===== src/rtl/ims_pkg.sv =====
// Shared constants and codes for the integer multiset table.
// No dependencies.
package ims_pkg;

  localparam int CAPACITY = 64;
  localparam int AW = $clog2(CAPACITY);
  localparam int CW = $clog2(CAPACITY + 1);

  typedef enum logic [2:0] {
    ACT_APPEND = 3'd0,
    ACT_MEMBER = 3'd1,
    ACT_ERASE  = 3'd2,
    ACT_KEEP   = 3'd3,
    ACT_DEDUP  = 3'd4,
    ACT_READ   = 3'd5,
    ACT_WRITE  = 3'd6
  } action_t;

  localparam logic [1:0] ST_OK    = 2'd0;
  localparam logic [1:0] ST_FULL  = 2'd1;
  localparam logic [1:0] ST_RANGE = 2'd2;

endpackage


===== src/rtl/integer_multiset_table.sv =====
// Integer multiset table: ordered value table in one synchronous memory.
// Depends on ims_pkg.
// Member test, erase and keep first scan all stored entries through the single
// memory read port; remove repeats compares each entry with those kept so far.
// One item in flight; the next is taken once a result sits in the output
// register. Reset: synchronous, clears count and control; memory undefined.
module integer_multiset_table (
  input  logic        clk,
  input  logic        rst,
  input  logic        in_valid,
  output logic        in_stall,
  input  logic [2:0]  action,
  input  logic [31:0] value,
  input  logic [5:0]  index,
  output logic        out_valid,
  input  logic        out_stall,
  output logic        is_member,
  output logic [31:0] read_value,
  output logic [6:0]  element_count,
  output logic [1:0]  status
);
  import ims_pkg::*;

  typedef enum logic [6:0] {
    S_IDLE   = 7'b0000001,
    S_SCAN   = 7'b0000010,
    S_RFETCH = 7'b0000100,
    S_RLOAD  = 7'b0001000,
    S_RCMP   = 7'b0010000,
    S_RDWAIT = 7'b0100000,
    S_FIN    = 7'b1000000
  } state_t;

  state_t state;

  logic [31:0] mem [CAPACITY];
  logic [31:0] mem_q;
  logic        rd_en, we;
  logic [AW-1:0] raddr, waddr;
  logic [31:0] wdata;

  logic [CW-1:0] cnt, ra, wr, rd;
  logic [2:0]  op;
  logic [31:0] val_q, e_reg;
  logic        pv, seen, dup;
  logic        res_member;
  logic [31:0] res_rdata;
  logic [1:0]  res_status;

  logic acc, in_range, not_full, issue_scan, issue_cmp, hit, dup_hit, keep_it;

  assign in_stall   = (state != S_IDLE);
  assign acc        = in_valid && !in_stall;
  assign in_range   = {1'b0, index} < cnt;
  assign not_full   = cnt < CW'(CAPACITY);
  assign issue_scan = ra < cnt;
  assign issue_cmp  = ra < wr;
  assign hit        = mem_q == val_q;
  assign dup_hit    = mem_q == e_reg;
  assign keep_it    = !hit || ((op == ACT_KEEP) && !seen);

  always_comb begin
    rd_en = 1'b0;
    raddr = '0;
    we    = 1'b0;
    waddr = '0;
    wdata = value;
    case (state)
      S_IDLE: begin
        if (acc) begin
          if (action == ACT_READ && in_range) begin
            rd_en = 1'b1;
            raddr = index[AW-1:0];
          end
          if (action == ACT_APPEND && not_full) begin
            we    = 1'b1;
            waddr = cnt[AW-1:0];
          end
          if (action == ACT_WRITE && in_range) begin
            we    = 1'b1;
            waddr = index[AW-1:0];
          end
        end
      end
      S_SCAN: begin
        rd_en = issue_scan;
        raddr = ra[AW-1:0];
        if (pv && op != ACT_MEMBER && keep_it) begin
          we    = 1'b1;
          waddr = wr[AW-1:0];
          wdata = mem_q;
        end
      end
      S_RFETCH: begin
        rd_en = rd < cnt;
        raddr = rd[AW-1:0];
      end
      S_RCMP: begin
        rd_en = issue_cmp;
        raddr = ra[AW-1:0];
        if (!issue_cmp && !pv && !dup) begin
          we    = 1'b1;
          waddr = wr[AW-1:0];
          wdata = e_reg;
        end
      end
      default: ;
    endcase
  end

  always_ff @(posedge clk) begin
    if (rd_en) mem_q <= mem[raddr];
    if (we) mem[waddr] <= wdata;
  end

  always_ff @(posedge clk) begin
    if (rst) begin
      state     <= S_IDLE;
      cnt       <= '0;
      out_valid <= 1'b0;
      ra        <= '0;
      wr        <= '0;
      rd        <= '0;
      pv        <= 1'b0;
      seen      <= 1'b0;
      dup       <= 1'b0;
    end else begin
      if (out_valid && !out_stall && state != S_FIN) out_valid <= 1'b0;
      case (state)
        S_IDLE: begin
          if (acc) begin
            op         <= action;
            val_q      <= value;
            res_member <= 1'b0;
            res_rdata  <= '0;
            res_status <= ST_OK;
            ra         <= '0;
            wr         <= '0;
            rd         <= '0;
            pv         <= 1'b0;
            seen       <= 1'b0;
            state      <= S_FIN;
            case (action)
              ACT_APPEND: begin
                if (not_full) cnt <= cnt + 1'b1;
                else res_status <= ST_FULL;
              end
              ACT_MEMBER, ACT_ERASE, ACT_KEEP: state <= S_SCAN;
              ACT_DEDUP: state <= S_RFETCH;
              ACT_READ: begin
                if (in_range) state <= S_RDWAIT;
                else res_status <= ST_RANGE;
              end
              ACT_WRITE: begin
                if (!in_range) res_status <= ST_RANGE;
              end
              default: ;
            endcase
          end
        end
        S_SCAN: begin
          if (issue_scan) ra <= ra + 1'b1;
          pv <= issue_scan;
          if (pv) begin
            if (hit) begin
              res_member <= (op == ACT_MEMBER);
              seen       <= 1'b1;
            end
            if (op != ACT_MEMBER && keep_it) wr <= wr + 1'b1;
          end
          if (!issue_scan && !pv) begin
            if (op != ACT_MEMBER) cnt <= wr;
            state <= S_FIN;
          end
        end
        S_RFETCH: begin
          if (rd < cnt) state <= S_RLOAD;
          else begin
            cnt   <= wr;
            state <= S_FIN;
          end
        end
        S_RLOAD: begin
          e_reg <= mem_q;
          ra    <= '0;
          pv    <= 1'b0;
          dup   <= 1'b0;
          state <= S_RCMP;
        end
        S_RCMP: begin
          if (issue_cmp) ra <= ra + 1'b1;
          pv <= issue_cmp;
          if (pv && dup_hit) dup <= 1'b1;
          if (!issue_cmp && !pv) begin
            if (!dup) wr <= wr + 1'b1;
            rd    <= rd + 1'b1;
            state <= S_RFETCH;
          end
        end
        S_RDWAIT: begin
          res_rdata <= mem_q;
          state     <= S_FIN;
        end
        S_FIN: begin
          if (!out_valid || !out_stall) begin
            out_valid     <= 1'b1;
            is_member     <= res_member;
            read_value    <= res_rdata;
            element_count <= cnt;
            status        <= res_status;
            state         <= S_IDLE;
          end
        end
        default: state <= S_IDLE;
      endcase
    end
  end

  a_cnt_cap: assert property (@(posedge clk) disable iff (rst)
    cnt <= CW'(CAPACITY)) else $error("count above capacity");

  a_full: assert property (@(posedge clk) disable iff (rst)
    out_valid && status == ST_FULL |-> element_count == CW'(CAPACITY))
    else $error("full status with free space");

  a_member_ok: assert property (@(posedge clk) disable iff (rst)
    out_valid && is_member |-> status == ST_OK && read_value == '0)
    else $error("member flag with bad status or data");

endmodule

===== config.mk =====
export PLATFORM = sky130hd
export DESIGN_NAME = integer_multiset_table
export DESIGN_NICKNAME = d
export VERILOG_FILES = /design/src/rtl/ims_pkg.sv /design/src/rtl/integer_multiset_table.sv
export SDC_FILE = /design/constraint.sdc
export NUM_CORES = 2
export LEC_CHECK = 0
export BUFFER_PORTS_ARGS = -buffer_cell sky130_fd_sc_hd__buf_2
export CORE_MARGIN = 2
export CORE_UTILIZATION = 55
export CTS_CLUSTER_DIAMETER = 150
export CTS_CLUSTER_SIZE = 8
export DETAILED_ROUTE_END_ITERATION = 10
export MAX_ROUTING_LAYER = met4
export PLACE_DENSITY = 0.74
export SLEW_MARGIN = 20
export SYNTH_ARGS = -nofsm -noshare
export SYNTH_HDL_FRONTEND = slang
export SYNTH_SLANG_ARGS = --single-unit

===== constraint.sdc =====
create_clock -name clk -period 5.1 [get_ports clk]
set_input_delay 0.765 -clock clk [delete_from_list [all_inputs] [get_ports clk]]
set_output_delay 0.765 -clock clk [all_outputs]
set_load 0.03 [all_outputs]

==> impl_metrics.json <==
{
  "largest_reg_flops": 2048,
  "cp.required_ps": 5730,
  "die_area_sq_um": 168000,
  "avgSynthCellArea_sq_um": 13.5,
  "finClkSkew_ps": 84.8,
  "stdcell_area_sq_um": 106000,
  "final_core_util_pct": 64.7,
  "worstReg2RegEnd": "mem_q[2]",
  "ant_nets": 0,
  "core_sq_um": 164000,
  "maxCapViolCount": 0,
  "first_pass_iters": 8,
  "synthSimpleGateAreaFrac_pct": 13.7,
  "cts_tree": "yes",
  "initial_core_util_pct": 55.2,
  "netlist_area_sq_um": 90700,
  "synth-xor-area-share_pct": 0.695,
  "via_per_inst": 6.63,
  "r2r_start": "cnt[1]",
  "synth_top_area_share_pct": 73.6,
  "wl_per_cell_um": 30.1,
  "cts-root-buf": "clkbuf_16",
  "grt_max_degree": 103,
  "crit_arrival_ps": 5700,
  "synth_compound_area_share_pct": 7.62,
  "clk_pin_slew_ps": 50,
  "cp_max_fo": 31,
  "slew_viol_final": 0,
  "drc": 0,
  "grt_overflow": 0,
  "synth_common_cells": "2,224 x edfxtp_1, 1,787 x nand2_1, 456 x nand3_1, 243 x and3_1, 220 x buf_2",
  "grt_pass1_vias": 60451,
  "end_kind": "flop",
  "peakVddDrop_mv": 0.381,
  "fmax_ghz": 0.197,
  "die_h_um": 410,
  "cp-startpoint": "cnt[1]",
  "hold_ws_ps": 46.1,
  "place_area_sq_um": 97600,
  "pwr_density_cell_nw_per_um2": 382,
  "hp-class": "input pin to flop",
  "synth_top_area_cell": "edfxtp_1",
  "r2r_slack_ps": 30,
  "num_rows": 149,
  "grt_pass1_wl_mm": 407,
  "tightest_slew_ps": 1190,
  "die_x_um": 410,
  "syn-num-nets": 6800,
  "synth_flop_cell": "edfxtp_1",
  "leakage_nw": 36.6,
  "critPathKind": "flop to flop",
  "clock_path_buffers": 4,
  "synthAdderAreaFrac_pct": 0.372,
  "final.fill_count": 11073,
  "yosys_warnings": 0,
  "hold_violations": 0,
  "async_flop_share_pct": 0,
  "largest_register": "mem",
  "clock_latency_ps": 950,
  "netlist_top_cells_area": "edfxtp_1 74%, nand2_1 7.4%, nand3_1 2.5%, and3_1 1.7%, a311oi_1 1.6%",
  "place_hpwl_mm": 167,
  "finalCriticalPeriod_ps": 5070,
  "endpoint": "mem_q[2]",
  "p_total_mw": 40.6,
  "hold_start": "value[28]",
  "netlist_instances": 6728,
  "cts.sinks": 2263,
  "grt_usage_pct": 34.4,
  "grt_antenna_before_repair": 14,
  "port_buffers": 88,
  "place.gp.congestion": 0.968,
  "cts_inserted_buffers": 332,
  "setup_viol": 0,
  "status": "finished clean",
  "synth-edff-count": 2224,
  "yosysUniqueCellTypes": 74,
  "synth_seq_area_share_pct": 74.5,
  "period_share_pct": 99.4,
  "synth_seq_cells": 2263,
  "nets": 7257,
  "boundaryPins": 89,
  "wl_mm": 284,
  "synthMuxAreaShare_pct": 0.742,
  "max_slew_margin_pct": 20.5,
  "synth_top_family_by_area": "simple AND/OR/NAND/NOR gates",
  "area_growth_pct": 17.2,
  "vias": 62407,
  "rsz0062_at_grt": "no",
  "first_iter_violations": 10790,
  "htreeDepth": 5,
  "drive_gt1_share_pct": 14.7,
  "r2r_cells": 14,
  "startpoint_type": "flop",
  "yosysMostFrequentCell": "edfxtp_1"
}
-- timing repair --
action                                 CTS  global route
resized for setup                        1             3
hold buffers                             2             0
pin swaps                                0             1
buffers inserted                         0             5
gates cloned                             0             1
endpoints found under the hold margin    2             0
setup endpoints to repair                1             6
-- power breakdown --
part	switching (mW)	leakage (nW)	internal, mW
clock	7.29	4.22	11.6
sequential	0.0606	20.3	20.6
combinational	0.865	12.0	0.293
-- cell families after synthesis --
logic type	Yosys count
AND/OR/NAND/NOR	2844
flip-flops	2263
AO/OA/AOI/OAI	989
buffers and inverters	466
XOR/XNOR	72
multiplexers	67
adder cells (fa/ha/maj)	27
-- final cells by class --
type / count / area, sq um / share of cell area (%)
Antenna cell: 9 / 22.5 / 0.0212
Clock buffer: 359 / 8520 / 8.01
Clock inverter: 8 / 70.1 / 0.0659
Inverter: 20 / 75.1 / 0.0706
Multi-Input combinational cell: 4000 / 21800 / 20.5
Sequential cell: 2263 / 67600 / 63.5
Tap cell: 2189 / 2740 / 2.58
Timing Repair Buffer: 568 / 5580 / 5.24
-- per-layer routing --
metal / routed length (um) / share of wire, % / track usage, % / vias to the layer above
li1: - / - / - / 26050
met1: 95700 / 34 / 43.1 / 30208
met2: 126000 / 44 / 49.8 / 5146
met3: 43600 / 15 / 10.5 / 1003
met4: 18900 / 6.7 / 19.8 / 0
met5: 0 / 0 / - / -
-- critical path, stage by stage (launching register included) --
cell and delay (ps):
dfxtp_1 390, inv_1 170, ha_1 320, nand2_1 50, o21ai_1 410, a2111o_2 500, and2_4 480, buf_12 270
buf_4 290, nand2_1 90, a311oi_1 310, a21oi_1 80, a21oi_1 580, o22ai_1 420, o21ai_2 340
-- layout by cell type, fill, tap and decap left out, drive strengths merged, types with 39 or more instances in the layout --
| cell type | synthesis | layout |
|---|---|---|
| a31oi | 188 | 188 |
| dfxtp | 39 | 39 |
| a211oi | 180 | 180 |
| buf | 265 | 566 |
| a311oi | 163 | 163 |
| nor2 | 145 | 145 |
| nand2 | 1787 | 1787 |
| clkbuf | 181 | 359 |
| nor3 | 49 | 49 |
| xnor2 | 43 | 43 |
| nor4 | 50 | 50 |
| a21oi | 203 | 203 |
| mux2i | 65 | 65 |
| o21ai | 55 | 55 |
| nand3 | 458 | 458 |
| and3 | 243 | 243 |
| edfxtp | 2224 | 2224 |
-- stage by stage --
stage / TNS, ps / worst slack [ps] / std cells
final: 0 / 30.8 / 9416
after global placement: -4930 / -787 / 9025
after floorplan: -10620 / -18.7 / 6728
after detailed placement: -525 / -374 / 9032
after CTS: 0 / 124 / 9401
after global routing: 0 / 43.0 / 9414
-- how the worst min path moves through the flow --
stage | endpoint | cells after the start
detailed placement | read_value[31] | 0
finish | val_q[28] | 1
global route | val_q[28] | 1
global placement | read_value[9] | 0
CTS | val_q[28] | 1
floorplan | is_member | 0
Power figures use the tool's default switching activity.
